$ cat src/ist_pkg.sv
// package: shared types and codes for the interval statistics table
package ist_pkg;

  localparam int unsigned CountW = 32;
  localparam int unsigned ValW   = 64;
  localparam int unsigned StampW = 63;

  // samples are q16.16 and kept in that format without scaling
  localparam int unsigned FractionBits = 16;

  localparam logic [1:0] ModeStart  = 2'd0;
  localparam logic [1:0] ModeEnd    = 2'd1;
  localparam logic [1:0] ModeSample = 2'd2;

  localparam logic [1:0] StUpdated  = 2'd0;
  localparam logic [1:0] StCreated  = 2'd1;
  localparam logic [1:0] StNoStart  = 2'd2;
  localparam logic [1:0] StNegative = 2'd3;

  localparam logic signed [ValW-1:0] ValMax = {1'b0, {(ValW-1){1'b1}}};
  localparam logic signed [ValW-1:0] ValMin = {1'b1, {(ValW-1){1'b0}}};

  // one slot's contents as held in memory
  typedef struct packed {
    logic [StampW-1:0]      stamp;
    logic [CountW-1:0]      count;
    logic signed [ValW-1:0] last;
    logic signed [ValW-1:0] min;
    logic signed [ValW-1:0] max;
    logic signed [ValW-1:0] total;
  } slot_t;

  // request to the divider
  typedef struct packed {
    logic                   start;
    logic signed [ValW-1:0] dividend;
    logic [CountW-1:0]      divisor;
  } div_req_t;

endpackage

$ cat src/ist_div.sv
// iterative signed-by-unsigned divider, one quotient bit per cycle, truncating
module ist_div (
  input  logic                        clk_i,
  input  logic                        rst_ni,
  input  ist_pkg::div_req_t           req_i,
  output logic                        done_o,
  output logic signed [63:0]          quot_o
);
  import ist_pkg::*;

  logic [ValW-1:0]   rem_q, rem_d, num_q, num_d;
  logic [CountW-1:0] den_q, den_d;
  logic              neg_q, neg_d, busy_q, busy_d, done_q, done_d;
  logic [6:0]        cnt_q, cnt_d;
  logic [ValW:0]     trial;
  logic [ValW-1:0]   shifted;
  logic [ValW-1:0]   mag;

  always_comb begin
    mag = req_i.dividend[ValW-1] ? (~req_i.dividend + 64'd1) : req_i.dividend;
    shifted = {rem_q[ValW-2:0], num_q[ValW-1]};
    trial = {1'b0, shifted} - {{(ValW-CountW+1){1'b0}}, den_q};
    rem_d = rem_q; num_d = num_q; den_d = den_q; neg_d = neg_q;
    busy_d = busy_q; cnt_d = cnt_q; done_d = 1'b0;
    if (req_i.start) begin
      rem_d = '0; num_d = mag; den_d = req_i.divisor;
      neg_d = req_i.dividend[ValW-1]; busy_d = 1'b1; cnt_d = 7'd0;
    end else if (busy_q) begin
      // shift in next dividend bit, quotient collects in num
      if (!trial[ValW]) begin
        rem_d = trial[ValW-1:0];
        num_d = {num_q[ValW-2:0], 1'b1};
      end else begin
        rem_d = shifted;
        num_d = {num_q[ValW-2:0], 1'b0};
      end
      cnt_d = cnt_q + 7'd1;
      if (cnt_q == 7'd63) begin
        busy_d = 1'b0; done_d = 1'b1;
      end
    end
  end

  always_ff @(posedge clk_i or negedge rst_ni) begin
    if (!rst_ni) begin
      busy_q <= 1'b0; done_q <= 1'b0; cnt_q <= '0;
    end else begin
      busy_q <= busy_d; done_q <= done_d; cnt_q <= cnt_d;
    end
  end

  always_ff @(posedge clk_i) begin
    rem_q <= rem_d; num_q <= num_d; den_q <= den_d; neg_q <= neg_d;
  end

  assign done_o = done_q;
  assign quot_o = neg_q ? $signed(~num_q + 64'd1) : $signed(num_q);
endmodule

$ cat config.mk
export PLATFORM = sky130hd
export DESIGN_NAME = ist_div
export DESIGN_NICKNAME = d
export VERILOG_FILES = /design/src/ist_pkg.sv /design/src/ist_div.sv
export SDC_FILE = /design/constraint.sdc
export NUM_CORES = 1
export LEC_CHECK = 0
export BUFFER_PORTS_ARGS = -buffer_cell sky130_fd_sc_hd__buf_2
export CAP_MARGIN = 20
export CORE_ASPECT_RATIO = 0.7
export CORE_UTILIZATION = 35
export DETAILED_ROUTE_END_ITERATION = 7
export PLACE_DENSITY = 0.54
export SLEW_MARGIN = 40
export SYNTH_ARGS = -nofsm -noshare
export SYNTH_HDL_FRONTEND = slang
export SYNTH_SLANG_ARGS = --single-unit
$ cat constraint.sdc
create_clock -name clk_i -period 6.85 [get_ports clk_i]
set_clock_uncertainty 0.05 [all_clocks]
set_input_delay 1.37 -clock clk_i [delete_from_list [all_inputs] [get_ports clk_i]]
set_output_delay 1.37 -clock clk_i [all_outputs]
set_load 0.03 [all_outputs]
==> impl_metrics.json <==
{
  "cts-root-buf": "clkbuf_16",
  "r2r-start": "num_q[63]",
  "dp_slack_ns": 2.11,
  "cts.clk_slew.worst_paths_ns": 0.07,
  "cts_tree": "yes",
  "ios": 164,
  "grt_pass1_wl_um": 55400,
  "end_kind": "primary output",
  "drcViolationCount": 0,
  "place_inst": 1997,
  "syn_area_per_cell_um2": 8.52,
  "dp_hpwl_um": 26500,
  "cts_buffers": 17,
  "dieArea_um2": 35700,
  "worstSetupPathType": "flip-flop to primary output",
  "final_common_cell": "nor2_1",
  "post_cts_resized": 0,
  "io_buffers": 163,
  "drive_gt1_share_pct": 16.4,
  "synthCells": 1435,
  "overflow": 0,
  "vias_per_cell": 5.47,
  "yosysWarnings": 0,
  "cp.arrival_ns": 3.87,
  "synth_ff_type": "edfxtp_1",
  "drtIter0Drc": 881,
  "cp_data_required_time_ns": 5.43,
  "wl_met3_um": 2190,
  "die_h_um": 158,
  "peakVddDrop_mv": 0.193,
  "layout_common_cells": "nor2_1, buf_2, nand2_1",
  "place_congestion": 0.898,
  "final_hold_viol_count": 0,
  "area_growth_pct": 14.2,
  "rsz0062_at_grt": "no",
  "worstRegToRegCells": 11,
  "htree_num_levels": 4,
  "grt_start_max_net_pins": 103,
  "synth_top_area_share_pct": 23.8,
  "n_antenna_cell": 0,
  "wl_per_cell_um": 17.5,
  "async_flop_share_pct": 5.33,
  "grt_usage_pct": 19.9,
  "tns_ns": 0,
  "fmax_mhz": 189,
  "netlist_top_cells_area": "edfxtp_1, dfxtp_1, xnor2_1",
  "worstMarginPinSlew_ns": 0.879,
  "core_area_um2": 33900,
  "setup_viol": 0,
  "finish.utilization_pct": 41.2,
  "post-cts-setup-buffers": 0,
  "r2r_setup_slack_ns": 2.97,
  "startpoint_type": "flip-flop",
  "r2r_end": "rem_q[50]",
  "worst_hold_path_type": "flip-flop to flip-flop",
  "hold_path_startpoint": "rem_q[10]",
  "cts_sinks": 169,
  "cp-endpoint": "quot_o[46]",
  "vias": 11106,
  "status": "complete, no violations",
  "synth_nets": 1570,
  "yosysSeqAreaShare_pct": 36.0,
  "final_net_count": 1687,
  "fillers": 3522,
  "finalPower_mw": 5.09,
  "worst_slack_ns": 1.56,
  "row_count": 56,
  "die_w_um": 225,
  "antenna_found_initial": 0,
  "slew_headroom_pct": 41.3,
  "insertion_delay_ns": 0.45,
  "synth-edff-count": 97,
  "holdBufCountCts": 0,
  "power_density_nw_per_um2": 365,
  "start_util_pct": 36.1,
  "drv_cap": 0,
  "detail_route.first_pass.iterations": 6,
  "routed.top_layer": "met4",
  "crit_fanout": 6,
  "grt_pass1_vias": 10080,
  "cts_buffer_depth": 2,
  "maxSlewViolCount": 0,
  "timing.final.crit_share_pct": 77.2,
  "drt-met1-wl_um": 18700,
  "min_period_ns": 5.29,
  "yosys.cell_types.count": 83,
  "ant_nets": 0,
  "wl_um": 35400,
  "crit_start": "num_q[10]",
  "leakagePower_nw": 5.38,
  "syn_area_um2": 12200,
  "ys_seq_elements": 169,
  "yosys.area.top_type": "edfxtp_1",
  "final-instance-count-excl-fill": 2029,
  "wl_met2_um": 14300
}
[kinds of logic after synthesis]
kind of cell | count (synthesis) | share of synthesized area [%]
AO/OA/AOI/OAI | 403 | 22.0
XOR/XNOR | 160 | 11.5
adder cells (fa/ha/maj) | 36 | 3.74
buffers and inverters | 138 | 4.58
flip-flops | 169 | 36.0
multiplexers | 6 | 0.501
AND/OR/NAND/NOR | 523 | 21.7
[synth_stat cells, types with 6 or more instances]
| cell type | instances |
|---|---|
| o31ai_1 | 46 |
| nor2_1 | 173 |
| o21a_1 | 10 |
| nand3_1 | 22 |
| o41ai_1 | 15 |
| a311oi_1 | 36 |
| nand2_1 | 130 |
| nor4_1 | 14 |
| a21oi_1 | 115 |
| dfxtp_1 | 63 |
| o21ai_0 | 74 |
| a21o_1 | 12 |
| nand2b_1 | 11 |
| or2_2 | 7 |
| clkbuf_1 | 59 |
| inv_1 | 63 |
| ha_1 | 35 |
| edfxtp_1 | 97 |
| nor2b_1 | 10 |
| or3_4 | 7 |
| or4_1 | 23 |
| o211ai_1 | 11 |
| and2_1 | 6 |
| or3_1 | 30 |
| o21ai_1 | 13 |
| xor2_1 | 80 |
| buf_2 | 9 |
| xnor2_1 | 80 |
| dfrtp_1 | 9 |
| a211oi_1 | 17 |
| nand4_1 | 29 |
| nor3_1 | 27 |
[stage by stage]
step	hold WS, ns	cell area (um^2)
2_1_floorplan	0.409	12200
3_3_place_gp	0.424	13400
3_5_place_dp	0.434	13400
4_1_cts	0.448	14000
5_1_grt	0.474	14000
6_report	0.446	14000
[worst max-delay path, stage by stage, from the launching register on]
cell and delay (ns):
edfxtp_1 0.46, nor4_1 0.56, nor2b_1 0.40, nand2_1 0.13, nor4_2 0.44, nand2b_1 0.26
or2_0 0.39, o41ai_1 0.39, xnor2_1 0.17, buf_2 0.22
[metal layers]
metal	vias to the layer above	track usage, %
li1	5525	-
met1	5262	31.4
met2	295	27.4
met3	24	4.06
met4	0	3.43
met5	-	0
[registers in the layout (all words and copies together) (netlist names)]
| signal | cells |
|---|---|
| done_o | 1 |
| num_q | 64 |
| den_q | 32 |
| neg_q | 1 |
| rem_q | 63 |
| cnt_q | 7 |
| busy_q | 1 |
[power by group]
group | total, mW | leakage (nW) | internal, mW | switching (mW)
Sequential | 1.59 | 1.61 | 1.32 | 0.267
Clock | 0.938 | 0.265 | 0.499 | 0.439
Combinational | 2.57 | 3.50 | 0.989 | 1.58
[layout make-up]
cell class                      count  area [um^2]  area share (%)
Clock inverter                     15          124           0.887
Multi-Input combinational cell   1128         7290            52.2
Timing Repair Buffer              173          912            6.53
Tap cell                          464          581            4.16
Sequential cell                   169         4400            31.5
Clock buffer                       17          425            3.04
Inverter                           63          236            1.69
[worst min-delay path by stage]
stage | end | slack (ns) | cells after the start
global placement | rem_q[62] | 0.42 | 2
global route | rem_q[10] | 0.47 | 2
CTS | rem_q[10] | 0.45 | 2
floorplan | rem_q[10] | 0.41 | 2
detailed placement | rem_q[10] | 0.43 | 2
finish | rem_q[10] | 0.45 | 2
(Power assumes the default switching activity.)
